[config.mk]
export PLATFORM = sky130hd
export DESIGN_NAME = dtlr_fifo
export DESIGN_NICKNAME = d
export VERILOG_FILES = /design/src/rtl/dtlr_pkg.sv /design/src/rtl/dtlr_fifo.sv
export SDC_FILE = /design/constraint.sdc
export NUM_CORES = 1
export LEC_CHECK = 0
export BUFFER_PORTS_ARGS = -buffer_cell sky130_fd_sc_hd__buf_2
export CAP_MARGIN = 15
export CORE_MARGIN = 2
export CORE_UTILIZATION = 28
export CTS_CLUSTER_DIAMETER = 120
export DETAILED_ROUTE_END_ITERATION = 10
export HOLD_SLACK_MARGIN = 0.15
export PLACE_DENSITY = 0.48
export SYNTH_ARGS = -nofsm -noshare
export SYNTH_HDL_FRONTEND = slang
export SYNTH_SLANG_ARGS = --single-unit
export TNS_END_PERCENT = 30
[constraint.sdc]
create_clock -name clk -period 1.6 [get_ports clk]
set_clock_uncertainty 0.2 [all_clocks]
set_input_delay 0.24 -clock clk [delete_from_list [all_inputs] [get_ports clk]]
set_output_delay 0.24 -clock clk [all_outputs]
set_load 0.005 [all_outputs]
[src/rtl/dtlr_pkg.sv]
package dtlr_pkg;

  localparam int MAX_DIM      = 64;
  localparam int DEPTH_BITS_D = 24;
  localparam int FRAC         = 16;
  localparam int COORD_W      = 13;
  localparam int PIX_W        = 6;
  localparam int DIM_W        = 7;
  localparam int ADDR_W       = $clog2(MAX_DIM * MAX_DIM);
  localparam int STEP_W       = 14;
  localparam int ERR_W        = 16;
  localparam int CFG_IDX_W    = 2;
  localparam int CFG_DATA_W   = 7;
  localparam int QUEUE_DEPTH  = 2;

  typedef enum logic [CFG_IDX_W-1:0] {
    REG_WIDTH  = 2'd0,
    REG_HEIGHT = 2'd1,
    REG_CMP    = 2'd2,
    REG_WR_ON  = 2'd3
  } cfg_reg_t;

  typedef enum logic [2:0] {
    CMP_NEVER = 3'd0,
    CMP_LT    = 3'd1,
    CMP_EQ    = 3'd2,
    CMP_LE    = 3'd3,
    CMP_GT    = 3'd4,
    CMP_NE    = 3'd5,
    CMP_GE    = 3'd6,
    CMP_ALWAYS = 3'd7
  } depth_cmp_t;

  typedef enum logic [1:0] {
    F_IDLE,
    F_DIV,
    F_PUSH
  } front_state_t;

  typedef enum logic [2:0] {
    B_CLEAR,
    B_IDLE,
    B_WALK,
    B_TEST,
    B_DONE
  } back_state_t;

  typedef struct packed {
    logic [DIM_W-1:0] width;
    logic [DIM_W-1:0] height;
    depth_cmp_t       cmp;
    logic             wr_on;
  } cfg_t;

  typedef struct packed {
    logic signed [COORD_W-1:0] x0;
    logic signed [COORD_W-1:0] y0;
    logic signed [14:0]        dx;
    logic signed [14:0]        dy;
    logic                      sx;
    logic                      sy;
    logic [STEP_W-1:0]         steps_left;
    logic [31:0]               color;
  } walk_rec_t;

  function automatic logic depth_pass(input logic [31:0] nz, input logic [31:0] oz,
                                      input depth_cmp_t fn);
    logic r;
    case (fn)
      CMP_NEVER:  r = 1'b0;
      CMP_LT:     r = nz < oz;
      CMP_EQ:     r = nz == oz;
      CMP_LE:     r = nz <= oz;
      CMP_GT:     r = nz > oz;
      CMP_NE:     r = nz != oz;
      CMP_GE:     r = nz >= oz;
      default:    r = 1'b1;
    endcase
    return r;
  endfunction

  function automatic logic [DIM_W-1:0] clamp_dim(input logic [DIM_W-1:0] v);
    logic [DIM_W-1:0] r;
    if (v == '0) r = DIM_W'(1);
    else if (v > DIM_W'(MAX_DIM)) r = DIM_W'(MAX_DIM);
    else r = v;
    return r;
  endfunction

endpackage

[src/rtl/dtlr_fifo.sv]
module dtlr_fifo #(
  parameter int W = 8
) (
  input  logic         clk,
  input  logic         rst,
  input  logic         push,
  input  logic [W-1:0] push_data,
  output logic         full,
  input  logic         pop,
  output logic [W-1:0] pop_data,
  output logic         not_empty
);
  import dtlr_pkg::*;

  localparam int PTR_W = $clog2(QUEUE_DEPTH);

  logic [W-1:0]       mem [QUEUE_DEPTH];
  logic [PTR_W-1:0]   wr_ptr;
  logic [PTR_W-1:0]   rd_ptr;
  logic [PTR_W:0]     count;

  assign full      = count == (PTR_W+1)'(QUEUE_DEPTH);
  assign not_empty = count != '0;
  assign pop_data  = mem[rd_ptr];

  always_ff @(posedge clk) begin
    if (push) begin
      mem[wr_ptr] <= push_data;
    end
  end

  always_ff @(posedge clk) begin
    if (rst) begin
      wr_ptr <= '0;
      rd_ptr <= '0;
      count  <= '0;
    end else begin
      if (push) wr_ptr <= wr_ptr + PTR_W'(1);
      if (pop) rd_ptr <= rd_ptr + PTR_W'(1);
      count <= count + (PTR_W+1)'(push) - (PTR_W+1)'(pop);
    end
  end

endmodule

**Word-level counts from Yosys, hierarchy flattened**

Memories as Yosys holds them, arrays and structs flattened. A register that Yosys moved wholly into a read port is not among the register bits.
Index checks and enable logic that the tools add are counted.

- Add/sub/neg operators: 4
- Eq/ne operators: 1
- Muxes and demuxes: 4
- Reduce and logical (&&, ||, !) cells: 1

Operator list:

| operator | number |
|---|---|
| $mux 1 | 4 |
| $add 1x1->1 const B | 2 |
| $add 2x1->2 | 1 |
| $eq 2x2->1 const B | 1 |
| $reduce_bool 2->1 | 1 |
| $sub 2x1->2 | 1 |

- Flip-flop bits (word level): 4
- RAM bits: 16
- Input port bits: 12
- Output and inout port bits: 10
- Logic and storage cells: 14
- Memories: 1

Memory list:

| memory | words | width | read ports | clocked after Yosys merged registers in | write ports | line | RTL |
|---|---|---|---|---|---|---|---|
| mem | 2 | 8 | 1 | 1 | 1 | dtlr_fifo.sv:17 | `logic [W-1:0] mem [QUEUE_DEPTH];` |

**Depth between registers and ports, before layout**

Gate-level depths: netlist of the first run.

- Depth after elaboration: 3
- Mapped depth: 6
- Gate-level depth less buffers: 6

**Worst setup path after synthesis of the first run**

Ideal clock, no wire load.

- Kind: reg2reg
- Start point: reg count[0]
- End point: reg count[1]
- Arrival: 1.022 ns
- Data required time: 1.290 ns
- Slack: 0.268 ns
- Cell stages (with the launch flop): 7
- Period minus slack after synthesis: 1.332 ns
- Path through: dfxtp_1 -> inv_1 -> ha_1 -> inv_1 -> ha_1 -> xnor3_1 -> nor2_1

- Longest elaborated chain between the ends: 2

RTL lines:

| what | line | RTL |
|---|---|---|
| start: declaration | dtlr_fifo.sv:20 | `logic [PTR_W:0] count;` |
| start signal: assignment | dtlr_fifo.sv:40 | `count <= count + (PTR_W+1)'(push) - (PTR_W+1)'(pop);` |
| $add 2x1->2 | dtlr_fifo.sv:40 |  |
| $sub 2x1->2 | dtlr_fifo.sv:40 |  |

No other way between the ends.
A chain may end at the register's enable or synchronous reset.

==> results of run 1 <==
-- report_power, final --
group	switching [mW]	internal (mW)	leakage, nW	total, mW
logic	0.0713	0.159	0.277	0.230
clock network	0.151	0.0931	0.0177	0.245
registers	0.0287	0.634	0.192	0.662
-- final timing paths --
| check | endpoint | depth (start not counted) |
|---|---|---|
| max reg2reg | count[1] | 6 |
| min | count[1] | 4 |
| max | pop_data[4] | 2 |
| min reg2reg | rd_ptr | 2 |
-- sequential cells by signal, summed over array words and instances (netlist names), named ones only --
signal / flops
rd_ptr: 1
count: 2
mem: 16
wr_ptr: 1
-- cells in the mapped netlist --
library cell  instances  share of area (%)
xnor2_1               2                2.2
and2_1                1               0.79
dfxtp_1               5                 13
edfxtp_1             16                 60
inv_1                 2               0.95
mux2_1                8                 11
buf_2                 1               0.63
ha_1                  2                3.1
xnor3_1               1                2.8
nor2b_1               3                2.4
nor2_1                4                1.9
or2_1                 1               0.79
-- layer usage --
layer	vias to the layer above	share of wire (%)	global-route usage, %
li1	236	-	-
met3	2	5.8	4.082
met1	220	42	8.053
met4	0	0.85	1.993
met2	14	51	13.96
met5	-	0	0
-- placed cells by master, fill, tap and decap left out --
master / count
mux2_4: 8
buf_2: 13
buf_6: 8
and2_1: 1
clkbuf_4: 3
xnor3_1: 1
ha_1: 2
edfxtp_1: 16
clkinv_2: 1
nor2b_1: 3
buf_4: 2
inv_1: 2
dfxtp_4: 1
dfxtp_1: 4
nor2_1: 4
dlygate4sd3_1: 11
xnor2_1: 2
or2_1: 1
-- area by class of cell --
class / count / area (µm²) / share of cell area, %
Timing Repair Buffer: 34 / 280.3 / 23.96
Multi-Input combinational cell: 22 / 231.5 / 19.79
Inverter: 2 / 7.507 / 0.6417
Clock buffer: 3 / 22.52 / 1.925
Sequential cell: 21 / 584.3 / 49.95
Clock inverter: 1 / 5.005 / 0.4278
Tap cell: 31 / 38.79 / 3.316
-- critical path: stages (launching register included) --
cell and delay, ns:
dfxtp_4 0.46, mux2_4 0.32, buf_6 0.12
-- logic make-up after synthesis --
family                     after synthesis  synth area share (%)
and+or+nand+nor                          9                 5.827
DFF                                     21                 73.07
muxes                                    8                 11.34
buffers and inverters                    3                 1.575
adders and majority gates                2                 3.149
xor gates and xnor gates                 3                 5.040
-- repair_timing --
action | 4_1_cts | 5_1_grt
resized for setup | 2 | 16
hold endpoints to repair | 21 | 0
pin swaps | 0 | 0
hold buffers | 11 | 0
endpoints found under the setup margin | 8 | 8
==> summary.txt, run 1 <==
Status
  • Outcome: finished with violations
  • Failing checks: negative setup slack

Setup path
  • Worst EP required: 1.16 ns
  • CP max FO: 8
  • Arrival time at the worst endpoint: 1.18 ns
  • WS Path Type: flop to primary output
  • CP Capture Type: primary output
  • Reg-to-reg slack, setup: 0.19 ns
  • Reg-to-Reg Start: count[0]
  • Worst Setup Start Kind: flop

Timing
  • Fin crit period: 1.625 ns
  • Worst Tran Pin Value: 0.4101 ns
  • Fmax: 615.6 MHz
  • Setup ws final: -0.02452 ns
  • Post-route clock period utilization: 101.5%
  • Relative slew slack: 72.66%
  • Setup TNS: -0.1862 ns
  • Final-report max-slew violation count: 0
  • Final setup violation count: 8
  • Fin. Hold Viols: 0
  • RSZ-0062 raised after global routing: yes
  • WHS: 0.2625 ns

Clock tree
  • Deepest clock path buffer count: 2
  • Clock-pin slew on the worst setup and hold paths: 0.10 ns
  • TritonCTS clock tree: yes
  • CTS root buffer: clkbuf_4
  • Post-CTS Setup Bufs: 0
  • CTS Buf Count: 3
  • H-Tree Depth: 1
  • Clock sink count: 21
  • Worst-skew pair later-pin latency: 0.29 ns

Min path
  • Worst Hold Class: input pin to flop
  • Min-delay src: pop

Synthesis
  • Syn Nets: 60
  • Fraction of the yosys area taken by sequential cells: 73.07%
  • Post-synthesis average cell area: 17.27 µm²
  • Netlist cell types: 12
  • FF+latch count, synth: 21
  • YS warnings: 0
  • Post-synthesis cell area: 794.5 µm²
  • Mapped Cells: 46

Global route
  • Largest net degree at the start of global routing: 13
  • Global route overflow: 0
  • Global-route wire length before repair: 1856 µm
  • Initial antenna violation count: 0
  • Vias in the first global route: 468
  • Global Route Usage Sum: 7.821%

Placement
  • Placed Instance Area: 948.4 µm²
  • Cells after DPL: 99
  • Dpl ws: 0.09599 ns
  • # port buffers: 21
  • Final GP Congestion: 0.5931
  • Dpl hpwl: 866.3 µm

Floorplan
  • Starting density of the core: 29.06%
  • Floorplan Core Area: 0.002734 mm²
  • Row count: 19
  • Die area: 0.003280 mm²
  • # IOs: 22
  • Die height: 57.27 µm
  • Die width: 57.27 µm

Layout
  • Share of layout cells above drive strength 1: 43.37%
  • Fill cells: 255
  • Area grow syn2layout: 47.24%
  • Final net count: 98
  • Fin area: 0.001170 mm²
  • Finished Layout Cells: 114
  • Core Util, Final: 42.79%
  • # diodes: 0

Pwr
  • PD cells: 971.7 mW/mm²
  • Leak: 0.4875 nW
  • Total Power: 1.137 mW
  • Worst vdd ir: 0.8073 mV

Routing
  • Drt pass-1 iters: 4
  • Total wire length: 1287 µm
  • Routed Antenna Nets: 0
  • Drt via density: 4.140
  • Routed vias: 472
  • Mean routed wirelength per cell: 11.29 µm
  • # DRC: 0
  • Initial DRC Count: 12

Run
  • Max_cap viols: 0
No activity file was read; power rests on OpenSTA's default activity.
==> inputs of run 2 (changes only) <==
--- a/config.mk
+++ b/config.mk
@@ -13,7 +13,8 @@
 export DETAILED_ROUTE_END_ITERATION = 10
 export HOLD_SLACK_MARGIN = 0.15
 export PLACE_DENSITY = 0.48
+export SETUP_SLACK_MARGIN = 0.2
 export SYNTH_ARGS = -nofsm -noshare
 export SYNTH_HDL_FRONTEND = slang
 export SYNTH_SLANG_ARGS = --single-unit
-export TNS_END_PERCENT = 30
+export TNS_END_PERCENT = 5
==> run 2 against run 1 <==
Effect of this change: the run still ends with negative setup slack left; register-to-register slack improved by 0.06 ns; via count increased by 1.5%; final area increased by 3.4%; cell count increased by 0.88%; hold slack got worse by 0.019 ns; first-iteration DRC count unchanged; critical path depth unchanged; largest cell class unchanged; highest routed layer unchanged.
==> summary.txt, run 2 (same netlist as run 1, synthesis figures left out) <==
Status
  • Outcome: finished with violations (unchanged)
  • Failing checks: negative setup slack (unchanged)

Setup path
  • CP max FO: 8 (unchanged)
  • Slowest cell on crit path: dfxtp_4 (unchanged)
  • Worst EP required: 1.16 ns (about the same)
  • Worst Reg-to-Reg Cells: 6 (unchanged)
  • CP Buf/Inv Count: 1 (unchanged)
  • Reg-to-Reg Start: count[0] (unchanged)
  • Arrival time at the worst endpoint: 1.19 ns (was 1.18 ns)
  • Worst Setup Start Kind: flop (unchanged)
  • Max incr delay on CP: 0.46 ns (about the same)
  • Reg-to-reg slack, setup: 0.25 ns (was 0.19 ns)
  • Crit-path cells: mux2_4 -> buf_6 (unchanged)
  • CP Capture Type: primary output (unchanged)
  • WS Path Type: flop to primary output (unchanged)
  • Kind of cell adding the most delay to the critical path: flip-flops (unchanged)
  • R2R Path End: count[1] (unchanged)

Global route
  • Global Route Usage Sum: 7.725% (was 7.821%)
  • Vias in the first global route: 444 (was 468)
  • Global route overflow: 0 (unchanged)
  • Global-route wire length before repair: 1821 µm (was 1856 µm)
  • Largest net degree at the start of global routing: 13 (unchanged)
  • Initial antenna violation count: 0 (unchanged)

Pwr
  • Clock Power Share: 21.1% (was 21.5%)
  • Combinational cell fraction of total power: 21.7% (was 20.2%)
  • Leak: 0.4916 nW (was 0.4875 nW)
  • Worst vdd ir: 0.8076 mV (was 0.8073 mV)
  • Seq pwr share: 57.3% (was 58.3%)
  • PD cells: 960.5 mW/mm² (was 971.7 mW/mm²)
  • Total Power: 1.162 mW (was 1.137 mW)
  • Net Sw Frac: 22.56% (was 22.12%)
  • Switching pwr: 262.2 µW (was 251.4 µW)
  • Cell internal pwr: 900.0 µW (was 885.4 µW)

Routing
  • # DRC: 0 (unchanged)
  • Mean routed wirelength per cell: 11.53 µm (was 11.29 µm)
  • Routed vias: 479 (was 472)
  • Drt via density: 4.165 (was 4.140)
  • Initial DRC Count: 12 (unchanged)
  • Routed Antenna Nets: 0 (unchanged)
  • Drt pass-1 iters: 4 (unchanged)
  • Total wire length: 1326 µm (was 1287 µm)

Clock tree
  • Worst-skew pair later-pin latency: 0.29 ns (about the same)
  • Deepest clock path buffer count: 2 (unchanged)
  • Post-CTS Setup Bufs: 0 (unchanged)
  • Clock sink count: 21 (unchanged)
  • TritonCTS clock tree: yes (unchanged)
  • Clock-pin slew on the worst setup and hold paths: 0.10 ns (about the same)
  • CTS Buf Count: 3 (unchanged)
  • H-Tree Depth: 1 (unchanged)
  • CTS root buffer: clkbuf_4 (unchanged)

Min path
  • Worst Hold Path EP: count[1] (unchanged)
  • Min-delay src: pop (unchanged)
  • Worst Hold Class: input pin to flop (unchanged)
  • Cell depth of the worst min-delay path: 4 (unchanged)

Layout
  • Final net count: 99 (was 98)
  • Max reg flops: 16 (unchanged)
  • Commonest non-fill, non-tap cell in the layout: edfxtp_1 (unchanged)
  • Share of layout cells above drive strength 1: 50.00% (was 43.37%)
  • Finished Layout Cells: 115 (was 114)
  • Area grow syn2layout: 52.28% (was 47.24%)
  • Core Util, Final: 44.26% (was 42.79%)
  • Largest registers: mem: 16 flops, count: 2 flops (unchanged)
  • Reg with most FFs: mem (unchanged)
  • # diodes: 0 (unchanged)
  • Commonest cells after routing, fill and taps aside: edfxtp_1, buf_2, dlygate4sd3_1, mux2_4, buf_6 (unchanged)

Timing
  • Relative slew slack: 72.92% (was 72.66%)
  • Fin. Hold Viols: 0 (unchanged)
  • RSZ-0062 raised after global routing: yes (unchanged)
  • Setup TNS: -0.1912 ns (was -0.1862 ns)
  • WHS: 0.2436 ns (was 0.2625 ns)
  • Final-report max-slew violation count: 0 (unchanged)
  • Worst Tran Pin Value: 0.4063 ns (was 0.4101 ns)
  • Final setup violation count: 8 (unchanged)
  • Post-route clock period utilization: 101.6% (was 101.5%)
  • Setup ws final: -0.02515 ns (was -0.02452 ns)
  • Fin crit period: 1.625 ns (about the same)
  • Fmax: 615.3 MHz (was 615.6 MHz)

Floorplan
  • Die height: 57.27 µm (unchanged)
  • Floorplan Core Area: 0.002734 mm² (unchanged)
  • # IOs: 22 (unchanged)
  • Die width: 57.27 µm (unchanged)
  • Row count: 19 (unchanged)
  • Starting density of the core: 29.06% (unchanged)
  • Die area: 0.003280 mm² (unchanged)

Placement
  • # port buffers: 21 (unchanged)
  • Dpl hpwl: 866.3 µm (unchanged)
  • Final GP Congestion: 0.5931 (unchanged)
  • Cells after DPL: 99 (unchanged)

Run
  • Max_cap viols: 0 (unchanged)
## run 2: cell types whose count changed in the layout (fill, tap and decap cells not counted), sizes merged
cell and delta:
dlygate4sd3 +1
## run 2: layout make-up
cell class | count | area [µm²]
Timing Repair Buffer | 35 | 290.3
Clock inverter | 1 | 5.005
Inverter | 2 | 10.01
Fill cell | 253 | 1524
Tap cell | 31 | 38.79
Multi-Input combinational cell | 22 | 256.5
Sequential cell | 21 | 586.8
Clock buffer | 3 | 22.52
## run 2: how the worst max path moves through the flow
| stage | slack [ns] | cells after the start | end |
|---|---|---|---|
| 4_1_cts | -0.05 | 2 | pop_data[2] |
| 3_3_place_gp | 0.10 | 2 | pop_data[4] |
| 2_1_floorplan | 0.27 | 6 | count[1] |
| 5_1_grt | -0.08 | 2 | pop_data[4] |
| 6_report | -0.03 | 2 | pop_data[4] |
| 3_5_place_dp | 0.1 | 2 | pop_data[2] |
## run 2: stage by stage
stage | worst slack (ns) | area (µm²)
2_1_floorplan | 0.2675 | 794.5
3_3_place_gp | 0.1022 | 948.4
3_5_place_dp | 0.09599 | 948.4
4_1_cts | -0.05247 | 1117
5_1_grt | -0.08271 | 1210
6_report | -0.02515 | 1210
## run 2: worst reg2reg max path: stages (launching register included)
cell     delay (ns)
dfxtp_2        0.36
inv_2          0.05
ha_4           0.26
inv_4          0.03
ha_4           0.14
xnor3_1        0.19
nor2_1         0.04
## run 2: routing by layer
layer	part of all wire, %	wire, µm	GRT usage [%]	up-vias
met2	52	683	13.46	14
met5	0	0	0	-
li1	-	-	-	238
met4	0.83	11	1.993	0
met1	42	553	8.199	225
met3	5.8	77	4.082	2
## run 2: timing repair
item	in CTS	in global routing
pin swaps	2	3
hold buffers	12	0
endpoints found under the hold margin	21	0
resized for setup	7	19
endpoints found under the setup margin	10	11
## run 2: power by group through the flow
stage	Combinational (mW)	Sequential, mW	Clock, mW
2_1_floorplan	0.102	0.658	0
3_3_place_gp	0.162	0.670	0
3_5_place_dp	0.164	0.672	0
4_1_cts	0.193	0.663	0.259
5_1_grt	0.275	0.672	0.277
6_report	0.252	0.666	0.245
