### config.mk
export PLATFORM = sky130hd
export DESIGN_NAME = dtlr_front
export DESIGN_NICKNAME = d
export VERILOG_FILES = /design/src/rtl/dtlr_pkg.sv /design/src/rtl/dtlr_front.sv
export SDC_FILE = /design/constraint.sdc
export NUM_CORES = 1
export LEC_CHECK = 0
export BUFFER_PORTS_ARGS = -buffer_cell sky130_fd_sc_hd__buf_2
export CAP_MARGIN = 40
export CORE_MARGIN = 4
export CORE_UTILIZATION = 51
export CTS_BUF_LIST = sky130_fd_sc_hd__clkbuf_2 sky130_fd_sc_hd__clkbuf_4 sky130_fd_sc_hd__clkbuf_8
export DETAILED_ROUTE_END_ITERATION = 12
export PLACE_DENSITY_LB_ADDON = 0.3
export SLEW_MARGIN = 20
export SYNTH_ARGS = -nofsm -noshare
export SYNTH_HDL_FRONTEND = slang
export SYNTH_SLANG_ARGS = --single-unit
### constraint.sdc
create_clock -name clk -period 6.2 [get_ports clk]
set_input_delay 0.31 -clock clk [delete_from_list [all_inputs] [get_ports clk]]
set_output_delay 0.31 -clock clk [all_outputs]
set_load 0.03 [all_outputs]
### src/rtl/dtlr_pkg.sv
package dtlr_pkg;

  localparam int MAX_DIM      = 64;
  localparam int DEPTH_BITS_D = 24;
  localparam int FRAC         = 16;
  localparam int COORD_W      = 13;
  localparam int PIX_W        = 6;
  localparam int DIM_W        = 7;
  localparam int ADDR_W       = $clog2(MAX_DIM * MAX_DIM);
  localparam int STEP_W       = 14;
  localparam int ERR_W        = 16;
  localparam int CFG_IDX_W    = 2;
  localparam int CFG_DATA_W   = 7;
  localparam int QUEUE_DEPTH  = 2;

  typedef enum logic [CFG_IDX_W-1:0] {
    REG_WIDTH  = 2'd0,
    REG_HEIGHT = 2'd1,
    REG_CMP    = 2'd2,
    REG_WR_ON  = 2'd3
  } cfg_reg_t;

  typedef enum logic [2:0] {
    CMP_NEVER = 3'd0,
    CMP_LT    = 3'd1,
    CMP_EQ    = 3'd2,
    CMP_LE    = 3'd3,
    CMP_GT    = 3'd4,
    CMP_NE    = 3'd5,
    CMP_GE    = 3'd6,
    CMP_ALWAYS = 3'd7
  } depth_cmp_t;

  typedef enum logic [1:0] {
    F_IDLE,
    F_DIV,
    F_PUSH
  } front_state_t;

  typedef enum logic [2:0] {
    B_CLEAR,
    B_IDLE,
    B_WALK,
    B_TEST,
    B_DONE
  } back_state_t;

  typedef struct packed {
    logic [DIM_W-1:0] width;
    logic [DIM_W-1:0] height;
    depth_cmp_t       cmp;
    logic             wr_on;
  } cfg_t;

  typedef struct packed {
    logic signed [COORD_W-1:0] x0;
    logic signed [COORD_W-1:0] y0;
    logic signed [14:0]        dx;
    logic signed [14:0]        dy;
    logic                      sx;
    logic                      sy;
    logic [STEP_W-1:0]         steps_left;
    logic [31:0]               color;
  } walk_rec_t;

  function automatic logic depth_pass(input logic [31:0] nz, input logic [31:0] oz,
                                      input depth_cmp_t fn);
    logic r;
    case (fn)
      CMP_NEVER:  r = 1'b0;
      CMP_LT:     r = nz < oz;
      CMP_EQ:     r = nz == oz;
      CMP_LE:     r = nz <= oz;
      CMP_GT:     r = nz > oz;
      CMP_NE:     r = nz != oz;
      CMP_GE:     r = nz >= oz;
      default:    r = 1'b1;
    endcase
    return r;
  endfunction

  function automatic logic [DIM_W-1:0] clamp_dim(input logic [DIM_W-1:0] v);
    logic [DIM_W-1:0] r;
    if (v == '0) r = DIM_W'(1);
    else if (v > DIM_W'(MAX_DIM)) r = DIM_W'(MAX_DIM);
    else r = v;
    return r;
  endfunction

endpackage

### src/rtl/dtlr_front.sv
module dtlr_front #(
  parameter int DEPTH_BITS = dtlr_pkg::DEPTH_BITS_D
) (
  input  logic                          clk,
  input  logic                          rst,
  input  logic                          in_valid,
  output logic                          in_ready,
  input  logic signed [12:0]            x0_in,
  input  logic signed [12:0]            y0_in,
  input  logic signed [12:0]            x1_in,
  input  logic signed [12:0]            y1_in,
  input  logic [DEPTH_BITS-1:0]         z0_in,
  input  logic [DEPTH_BITS-1:0]         z1_in,
  input  logic [31:0]                   color_in,
  output logic                          q_push,
  input  logic                          q_full,
  output dtlr_pkg::walk_rec_t           rec_out,
  output logic [DEPTH_BITS+15:0]        accum_out,
  output logic [DEPTH_BITS+15:0]        inc_out
);
  import dtlr_pkg::*;

  localparam int ACC_W = DEPTH_BITS + FRAC;
  localparam int CNT_W = $clog2(ACC_W);

  front_state_t state, state_next;

  walk_rec_t          rec;
  logic [ACC_W-1:0]   accum;
  logic [ACC_W-1:0]   quo;
  logic [12:0]        rem;
  logic [12:0]        divisor;
  logic [CNT_W-1:0]   cnt;
  logic               neg;

  logic               accept;
  logic signed [13:0] ddx, ddy;
  logic [12:0]        adx, ady, steps;
  logic [DEPTH_BITS:0] zd;
  logic [DEPTH_BITS-1:0] mag;
  logic [13:0]        rs;
  logic               ge;

  assign accept = in_valid && in_ready;

  always_comb begin
    ddx   = {x1_in[12], x1_in} - {x0_in[12], x0_in};
    ddy   = {y1_in[12], y1_in} - {y0_in[12], y0_in};
    adx   = ddx[13] ? 13'(-ddx) : ddx[12:0];
    ady   = ddy[13] ? 13'(-ddy) : ddy[12:0];
    steps = (adx > ady) ? adx : ady;
    zd    = {1'b0, z1_in} - {1'b0, z0_in};
    mag   = zd[DEPTH_BITS] ? DEPTH_BITS'(-zd) : zd[DEPTH_BITS-1:0];
    rs    = {rem, quo[ACC_W-1]};
    ge    = rs >= {1'b0, divisor};
  end

  always_comb begin
    state_next = state;
    case (state)
      F_IDLE: begin
        if (accept) state_next = (steps == '0) ? F_PUSH : F_DIV;
      end
      F_DIV: begin
        if (cnt == '0) state_next = F_PUSH;
      end
      F_PUSH: begin
        if (!q_full) state_next = F_IDLE;
      end
      default: state_next = F_IDLE;
    endcase
  end

  always_comb begin
    in_ready = state == F_IDLE;
    q_push   = (state == F_PUSH) && !q_full;
  end

  assign rec_out   = rec;
  assign accum_out = accum;
  assign inc_out   = neg ? ACC_W'(-quo) : quo;

  always_ff @(posedge clk) begin
    if (rst) begin
      state <= F_IDLE;
    end else begin
      state <= state_next;
    end
  end

  always_ff @(posedge clk) begin
    if (accept) begin
      rec.x0         <= x0_in;
      rec.y0         <= y0_in;
      rec.dx         <= {2'b00, adx};
      rec.dy         <= 15'(-$signed({2'b00, ady}));
      rec.sx         <= x0_in < x1_in;
      rec.sy         <= y0_in < y1_in;
      rec.steps_left <= {1'b0, steps} + STEP_W'(1);
      rec.color      <= color_in;
      accum          <= {z0_in, FRAC'(0)};
      quo            <= (steps == '0) ? '0 : {mag, FRAC'(0)};
      neg            <= zd[DEPTH_BITS];
      rem            <= '0;
      divisor        <= steps;
      cnt            <= CNT_W'(ACC_W - 1);
    end else if (state == F_DIV) begin
      rem <= ge ? 13'(rs - {1'b0, divisor}) : rs[12:0];
      quo <= {quo[ACC_W-2:0], ge};
      cnt <= cnt - CNT_W'(1);
    end
  end

endmodule

Word level (Yosys, flattened, before mapping)
Cells that the tools add are included.

Add/subtract/negate cells: 11. Mux-type cells: 14. Reductions and logical operators: 8. $lt $le $gt $ge: 4. Equality and inequality tests: 5.

Operators by type and width (count): $mux W40 (4); $mux W13 (4); $neg A40 Y40 (1); $sub A13 B13 Y14 (2); $lt A13 B13 Y1 (2); $neg A13 Y13 (2); $sub A24 B24 Y25 (1); $mux W24 (1); $neg A24 Y24 (1); $neg A13 Y15 (1); $add A13 B1 Y14 const B (1); $ge A14 B13 Y1 (1); $gt A13 B13 Y1 (1); $logic_not A13 Y1 (1); $sub A13 B13 Y13 (1); $mux W2 (4); $logic_not A6 Y1 (1); $pmux W2 S3 (1); $sub A6 B1 Y6 const B (1); $ne A2 B2 Y1 const B (2); $reduce_and A3 Y1 (1); $eq A2 B1 Y1 const B (1); $eq A2 B2 Y1 const B (1); $logic_and A1 B1 Y1 (2); 4 further kinds (4).

Register bits: 201. Word-level logic and storage cells: 57. Output and inout bits: 186.

Logic depth before layout (Yosys ltp)
Gate-level depths: netlist (run 1).

Depth in word-level cells: 9. Depth in mapped cells: 31. Gate-level depth less buffers: 29.

Least setup slack after synthesis (run 1)
Ideal clock, no wire load.

Path kind: flip-flop to flip-flop. Start: register state[0]. End: register quo[0] (enable). Period minus slack after synthesis: 6.008 ns. Required time: 5.742 ns. Cell stages (with the launch flop): 6. Arrival: 5.551 ns. Setup time: 0.458 ns. Path buffers: 0. Setup slack: 0.192 ns. Cell sequence: dfxtp_1 nor2_1 nand2_1 clkinv_1 nor2_1 inv_1.

Word-level cells in the longest chain between the ends: 3.

RTL lines: start: declaration (RTL line dtlr_front.sv:26) `front_state_t state, state_next;`; start signal: assignment (RTL line dtlr_front.sv:87) `state <= state_next;`; $logic_not A2 Y1 (RTL line dtlr_front.sv:75) `in_ready = state == F_IDLE;`; via in_ready (RTL line dtlr_front.sv:7) `output logic in_ready,`; $logic_and A1 B1 Y1 (RTL line dtlr_front.sv:44) `assign accept = in_valid && in_ready;`; via accept (RTL line dtlr_front.sv:36) `logic accept;`; $reduce_bool A2 Y1 (no line); end signal: assignment (RTL line dtlr_front.sv:102) `quo <= (steps == '0) ? '0 : {mag, FRAC'(0)};`; end signal: assignment (RTL line dtlr_front.sv:109) `quo <= {quo[ACC_W-2:0], ge};`; end: declaration (RTL line dtlr_front.sv:30) `logic [ACC_W-1:0] quo;`.

The timed path passes the listed nets, and every way through them passes these cells. A chain may end at the register's enable or synchronous reset.

Worst setup path after layout (run 1)
Start: input port x0_in[0]. End: register quo[20] (data pin).

Word-level cells in the longest chain between the ends: 8.

RTL lines: start: declaration (RTL line dtlr_front.sv:8) `input logic signed [12:0] x0_in,`; $sub A13 B13 Y14 (*) (RTL line dtlr_front.sv:47) `ddx = {x1_in[12], x1_in} - {x0_in[12], x0_in};`; $neg A13 Y13 (RTL line dtlr_front.sv:49) `adx = ddx[13] ? 13'(-ddx) : ddx[12:0];`; $mux W13 (*) (RTL line dtlr_front.sv:49); via adx[7] (RTL line dtlr_front.sv:38) `logic [12:0] adx, ady, steps;`; $gt A13 B13 Y1 (*) (RTL line dtlr_front.sv:51) `steps = (adx > ady) ? adx : ady;`; $mux W13 (*) (RTL line dtlr_front.sv:51); via steps[1] (RTL line dtlr_front.sv:38); $logic_not A13 Y1 (*) (RTL line dtlr_front.sv:102); $mux W40 (*) (RTL line dtlr_front.sv:102); $mux W40 (*) (RTL line dtlr_front.sv:92) `if (accept) begin`.

The timed path passes the listed nets; every way through them passes the cells marked *.

==> results.cfg, run 1 <==
[status]
outcome = finished, final reports clean

[global_route]
overflow = 0
track_usage = 0.241
grt_max_degree = 96
grt_pass1_vias = 11500
antenna_found_initial = 0
grt_pass1_wl_um = 57700

[final_layout]
nNetsFinal = 1987
n_fill_cell = 2086
drive_above_1_share = 0.254
multi_input_area_mm2 = 0.00705
regArea_mm2 = 0.00583
syn_to_final_growth_pct = 26.7
diodes = 0
final_util = 0.655

[critical_path]
cp-end-kind = register
required_ns = 6.44
r2r_slack_ns = 2.40
r2r_end = rem[2]$_SDFFE_PP0P_
slowest_delay_ns = 0.53
reg2reg_depth = 16
cp-start-kind = input pin
critical-path-top-delay-family = compound AO/OA/AOI/OAI gates
worst_path_most_repeated_cell = ha_1
cp_max_fo = 26
crit_slowest_cell = dlygate4sd3_1
crit_type = in -> reg
worst_ep_arrival_time_ns = 6.15
timing.rr.start = quo[39]$_DFFE_PP_
cp.buffers_inverters = 6

[die]
die_h_um = 171
core-area_mm2 = 0.0261
rows = 59
die_x_um = 171
dieArea_mm2 = 0.0291
start_util = 0.517
io_pins = 322

[min_path]
hold_class = in -> reg
hold_depth = 2
hold_path.startpoint = rst
hold_end = state[0]$_SDFFE_PP0P_

[timing]
holdWs_ns = 0.0435
finalSetupViolCount = 0
finalSetupTns_ns = 0
grt_setup_unrepaired = no
drv_slew = 0
hold_violations = 0
fin_skew_ns = 0.00901
max_freq_mhz = 169
setup_slack_ns = 0.291
relSlewSlack = 0.450
min_period_ns = 5.91
fin_crit_sh = 0.953
worstMarginPinSlew_ns = 0.819

[synthesis]
yosys_warnings = 0
async_reset_ff_frac = 0
ys.flop_type = edfxtp_1
synthMuxAreaShare = 0.0155
synth.avg_cell_area_um2 = 10.0
synthSimpleGateAreaFrac = 0.144
synth_fa_ha_area_frac = 0.0857
netlist_instances = 1344
synth_top_family_by_area = compound AO/OA/AOI/OAI gates
synth.ff_latch_count = 201
synth-compound-area-share = 0.167
seq_area_frac_synth = 0.432
synth_cell_type_count = 84
synth-edff-count = 180
syn_area_mm2 = 0.0135
yosys.area_share.xor_xnor = 0.100

[drt]
dr.pass1.iters = 5
wire_per_inst_um = 17.1
via_per_inst = 5.51
drt_wl_total_um = 36300
vias = 11700
drtIter0Drc = 852
drcViolationCount = 0
ant_nets = 0

[power]
seq_power_share = 0.326
leakagePower_uw = 0.00731
vdd_drop_max_v = 0.000246
power_density_mw_per_mm2 = 365
power_frac_comb = 0.467
swShare = 0.413
power_frac_clock = 0.207
p_switching_uw = 2570
p_int_uw = 3660

[placed_design]
numPortBuffers = 303
place_congestion = 0.930
pre_cts_ws_ns = 0.103
post-dp-hpwl_um = 26200

[cts]
numCtsBuffers = 38
cts_tree = done
h-tree-depth = 2
ctsLongestPathBuffers = 3
cts_num_sinks = 201
cts-root-buf = clkbuf_8
clk_latency_ns = 0.53
clkTransAtPathRegs_ns = 0.06

[job]
drv_cap = 0
==> power by group through the flow <==
stage | registers [µW] | clock network, µW | logic, µW
3_3_place_gp | 2050 | 0 | 2750
3_5_place_dp | 2060 | 0 | 2810
2_1_floorplan | 2260 | 0 | 1840
6_report | 2030 | 1290 | 2910
5_1_grt | 2060 | 1380 | 3160
4_1_cts | 2030 | 1320 | 2860
==> metal layers <==
metal | up-vias | share of wire | routed length [µm] | track usage
met4 | 0 | 0.026 | 959 | 0.0736
met5 | - | 0 | 0 | 0
met1 | 5468 | 0.42 | 15400 | 0.321
met3 | 70 | 0.084 | 3040 | 0.0587
met2 | 453 | 0.47 | 16900 | 0.394
li1 | 5709 | - | - | -
==> Yosys cell counts (7+ instances only) <==
library cell / count / area share
or3_1: 17 / 0.0079
or4_1: 12 / 0.0067
and3_1: 7 / 0.0032
nand2_1: 108 / 0.030
nand2b_1: 10 / 0.0046
and2_1: 20 / 0.0093
clkbuf_1: 24 / 0.0067
o21a_1: 12 / 0.0067
dfxtp_1: 21 / 0.031
o21ai_1: 9 / 0.0033
inv_1: 113 / 0.031
o211ai_1: 12 / 0.0067
a21oi_1: 62 / 0.023
o21bai_1: 7 / 0.0039
nor2_1: 77 / 0.021
a21o_1: 26 / 0.014
o31ai_2: 21 / 0.019
o21ai_0: 71 / 0.026
xor2_1: 48 / 0.031
mux2i_1: 17 / 0.013
nand4_1: 15 / 0.0070
edfxtp_1: 180 / 0.40
ha_1: 85 / 0.079
o41ai_1: 7 / 0.0045
a31oi_1: 11 / 0.0051
buf_4: 19 / 0.011
nor4_1: 12 / 0.0056
nor3_1: 34 / 0.013
a211oi_1: 7 / 0.0039
xnor2_1: 104 / 0.068
nand3_1: 33 / 0.012
o31ai_1: 26 / 0.014
nor2b_1: 16 / 0.0074
==> worst max-delay path by stage <==
stage / from / end / slack, ns / depth (start not counted)
2_1_floorplan: state[0]$_SDFFE_PP0P_ / quo[0]$_SDFFCE_PP0P_ / 0.19 / 5
3_3_place_gp: x0_in[0] / rec_out[44]$_DFFE_PP_ / 0.27 / 27
3_5_place_dp: x0_in[0] / rec_out[44]$_DFFE_PP_ / 0.10 / 26
4_1_cts: x0_in[0] / rec_out[44]$_DFFE_PP_ / 0.10 / 27
5_1_grt: x0_in[0] / rec_out[44]$_DFFE_PP_ / 0.007 / 29
6_report: x0_in[0] / quo[20]$_DFFE_PP_ / 0.29 / 28
==> per-stage QoR <==
step	area [µm²]	power (µW)	cells
after floorplan	13500	4090	1361
after global placement	15400	4800	1974
after detailed placement	15400	4860	1975
after CTS	17000	6210	2122
after global routing	17100	6610	2124
final	17100	6230	2124
==> final cells by class <==
class,instances,area share
multi-input cells,991,0.413
repair buffers,415,0.152
well taps,335,0.0246
inverters,115,0.0256
flip-flops and latches,201,0.341
clock buffers,53,0.0380
clock inverters,14,0.00535
==> layout by cell type (no fill, tap or decap), types with 29 or more instances in the layout <==
master         netlist  routed
nand3_1             33      33
a21oi_1             62      60
edfxtp_1           180     180
xor2_1              48      46
buf_4               19      29
clkbuf_8             0      40
dlygate4sd3_1        0      80
o21ai_0             71      70
inv_1              113     113
buf_2                4     303
xnor2_1            104     104
nand2_1            108     106
ha_1                85      85
nor2_1              77      76
nor3_1              34      32
==> flip-flops by register name (all words and copies together), names as in the netlist <==
register / count
accum_out: 24
cnt: 6
divisor: 13
neg: 1
quo: 40
rec_out: 102
rem: 13
state: 2
==> kinds of logic after synthesis <==
| group | after synthesis |
|---|---|
| simple gates | 388 |
| other cells | 1 |
| flops | 201 |
| compound gates | 322 |
| mux | 20 |
| buf+inv | 169 |
| fa+ha+maj | 90 |
| xor+xnor | 153 |
==> what timing repair did <==
item,in CTS,in global routing
setup endpoints to repair,0,30
hold buffers,80,0
hold endpoints to repair,80,0
buffers inserted,0,1
gates resized for setup,0,14
(Power assumes the default switching activity.)
==> run 2: changes to the inputs <==
- CORE_UTILIZATION: 51 -> 28
- PLACE_DENSITY_LB_ADDON: 0.3 -> unset
==> run 2 against run 1 <==
- count of clock-buffer cells in the layout rose by 1
- hold slack improved by 0.19 ns
- die area rose by 78%
- cell area rose by 2.8%
- total power rose by 2.3%
- via count fell by 0.46%
- cell count rose by 14%
- non-clock buffer count rose by 10
- clock skew rose by 0.011 ns
- largest cell class unchanged
- highest routed layer unchanged
==> results.cfg, run 2 (synthesized netlist as in run 1, its figures left out) <==
[global_route]
antenna_found_initial = 2
track_usage = 0.152
overflow = 0
grt_max_degree = 71
grt_pass1_vias = 11900
grt_pass1_wl_um = 62900

[power]
power_density_mw_per_mm2 = 363
leakagePower_uw = 0.00738
vdd_drop_max_v = 0.000174

[drt]
wire_per_inst_um = 16.7
drtIter0Drc = 645
vias = 11600
via_per_inst = 4.82
drt_wl_total_um = 40400
ant_nets = 0
drcViolationCount = 0
dr.pass1.iters = 5

[critical_path]
worstSetupStartpoint = x0_in[0]
worst-path-stages = 27
cp_max_fo = 5
cp.buffers_inverters = 3
cp-end-kind = register
crit_type = in -> reg
required_ns = 6.54
critical-path-top-delay-family = compound AO/OA/AOI/OAI gates
crit_slowest_cell = dlygate4sd3_1
r2r_slack_ns = 2.59
r2r_end = rem[9]$_SDFFE_PP0P_
timing.rr.start = quo[39]$_DFFE_PP_
slowest_delay_ns = 0.54
crit_end = rec_out[44]$_DFFE_PP_
cp-start-kind = input pin
worst_ep_arrival_time_ns = 6.16
reg2reg_depth = 15

[final_layout]
final_util = 0.368
layout_commonest_cell = buf_2
largest_reg_flops = 102
drive_above_1_share = 0.257
nNetsFinal = 1998
n_fill_cell = 4795
final_cell_mix = buf_2, edfxtp_1, inv_1, nand2_1, xnor2_1
syn_to_final_growth_pct = 30.2

[timing]
grt_setup_unrepaired = no
fin_crit_sh = 0.937
finalSetupTns_ns = 0
drv_slew = 0
worstMarginPinSlew_ns = 0.842
max_freq_mhz = 172
min_period_ns = 5.81
relSlewSlack = 0.431
fin_skew_ns = 0.0204
hold_violations = 0
finalSetupViolCount = 0

[cts]
ctsLongestPathBuffers = 3
numCtsBuffers = 39
h-tree-depth = 2
cts_tree = done
clk_latency_ns = 0.59
cts_num_sinks = 201
cts-root-buf = clkbuf_8
clkTransAtPathRegs_ns = 0.06

[die]
core-area_mm2 = 0.0476
die_h_um = 227
rows = 80
dieArea_mm2 = 0.0517
start_util = 0.283
die_x_um = 227
io_pins = 322

[placed_design]
place_congestion = 0.844
post-dp-hpwl_um = 30300
numPortBuffers = 303

[job]
drv_cap = 0

[min_path]
hold_class = in -> reg

[status]
outcome = finished, final reports clean
run 2: cell count changes in the layout (fill, tap and decap cells not counted), sizes merged:
| cell | delta |
|---|---|
| buf | +7 |
| clkbuf | +1 |
| clkinvlp | -1 |
| diode | +2 |
| dlygate4sd3 | +3 |
run 2: layout make-up:
type                    count  area, µm²  area share
well taps                 615        769      0.0439
flip-flops and latches    201       5830       0.332
clock buffers              54        674      0.0384
multi-input cells         991       7050       0.402
inverters                 115        437      0.0249
diodes                      2       5.00    0.000285
repair buffers            425       2700       0.154
clock inverters            13       81.3     0.00463
run 2: worst register-to-register path, delay by kind of cell, from the launching register on:
family,cells,cell delay (ns)
AOI/OAI and AO/OA,8,1.80
adders and majority gates,2,0.39
buffers and inverters,2,0.40
DFF,1,0.45
muxes,1,0.24
and+or+nand+nor,2,0.19
run 2: per-layer routing:
layer	vias up	part of all wire	track usage
met5	-	0	0
met4	0	0.028	0.0558
met3	67	0.062	0.0335
met2	336	0.48	0.263
met1	5516	0.43	0.187
li1	5727	-	-
run 2: worst min-delay path by stage:
stage               slack [ns]  cells after the start                    end                 from
floorplan                 0.41                      1  state[0]$_SDFFE_PP0P_                  rst
global placement          0.46                      2    rem[7]$_SDFFE_PP0P_  rem[7]$_SDFFE_PP0P_
detailed placement        0.47                      2    rem[7]$_SDFFE_PP0P_  rem[7]$_SDFFE_PP0P_
CTS                       0.16                      3  rec_out[47]$_DFFE_PP_            x1_in[12]
global route              0.20                      3  state[1]$_SDFFE_PP0P_               q_full
finish                    0.23                      3  rec_out[47]$_DFFE_PP_            x1_in[12]
run 2: through the flow:
| stage | hold slack [ns] | std cells | total power [µW] | setup WS (ns) | area (µm²) |
|---|---|---|---|---|---|
| CTS | 0.156 | 2410 | 6420 | 0.266 | 17400 |
| global route | 0.200 | 2416 | 6810 | 0.0116 | 17500 |
| finish | 0.232 | 2416 | 6370 | 0.388 | 17500 |
| detailed placement | 0.468 | 2260 | 4970 | 0.179 | 15800 |
| floorplan | 0.408 | 1361 | 4090 | 0.192 | 13500 |
| global placement | 0.461 | 2258 | 4930 | 0.277 | 15800 |
run 2: repair_timing:
| action | 4_1_cts | 5_1_grt |
|---|---|---|
| hold buffers | 83 | 0 |
| setup endpoints to repair | 0 | 4 |
| gates resized for setup | 0 | 15 |
| endpoints found under the hold margin | 83 | 0 |
| setup buffers | 0 | 3 |
run 2: report_power, final:
group	internal, µW	total, µW	switching (µW)	leakage [µW]
Clock	740	1340	603	0.000404
Sequential	1860	2040	181	0.00190
Combinational	1110	2990	1880	0.00507
Total	3710	6370	2660	0.00738
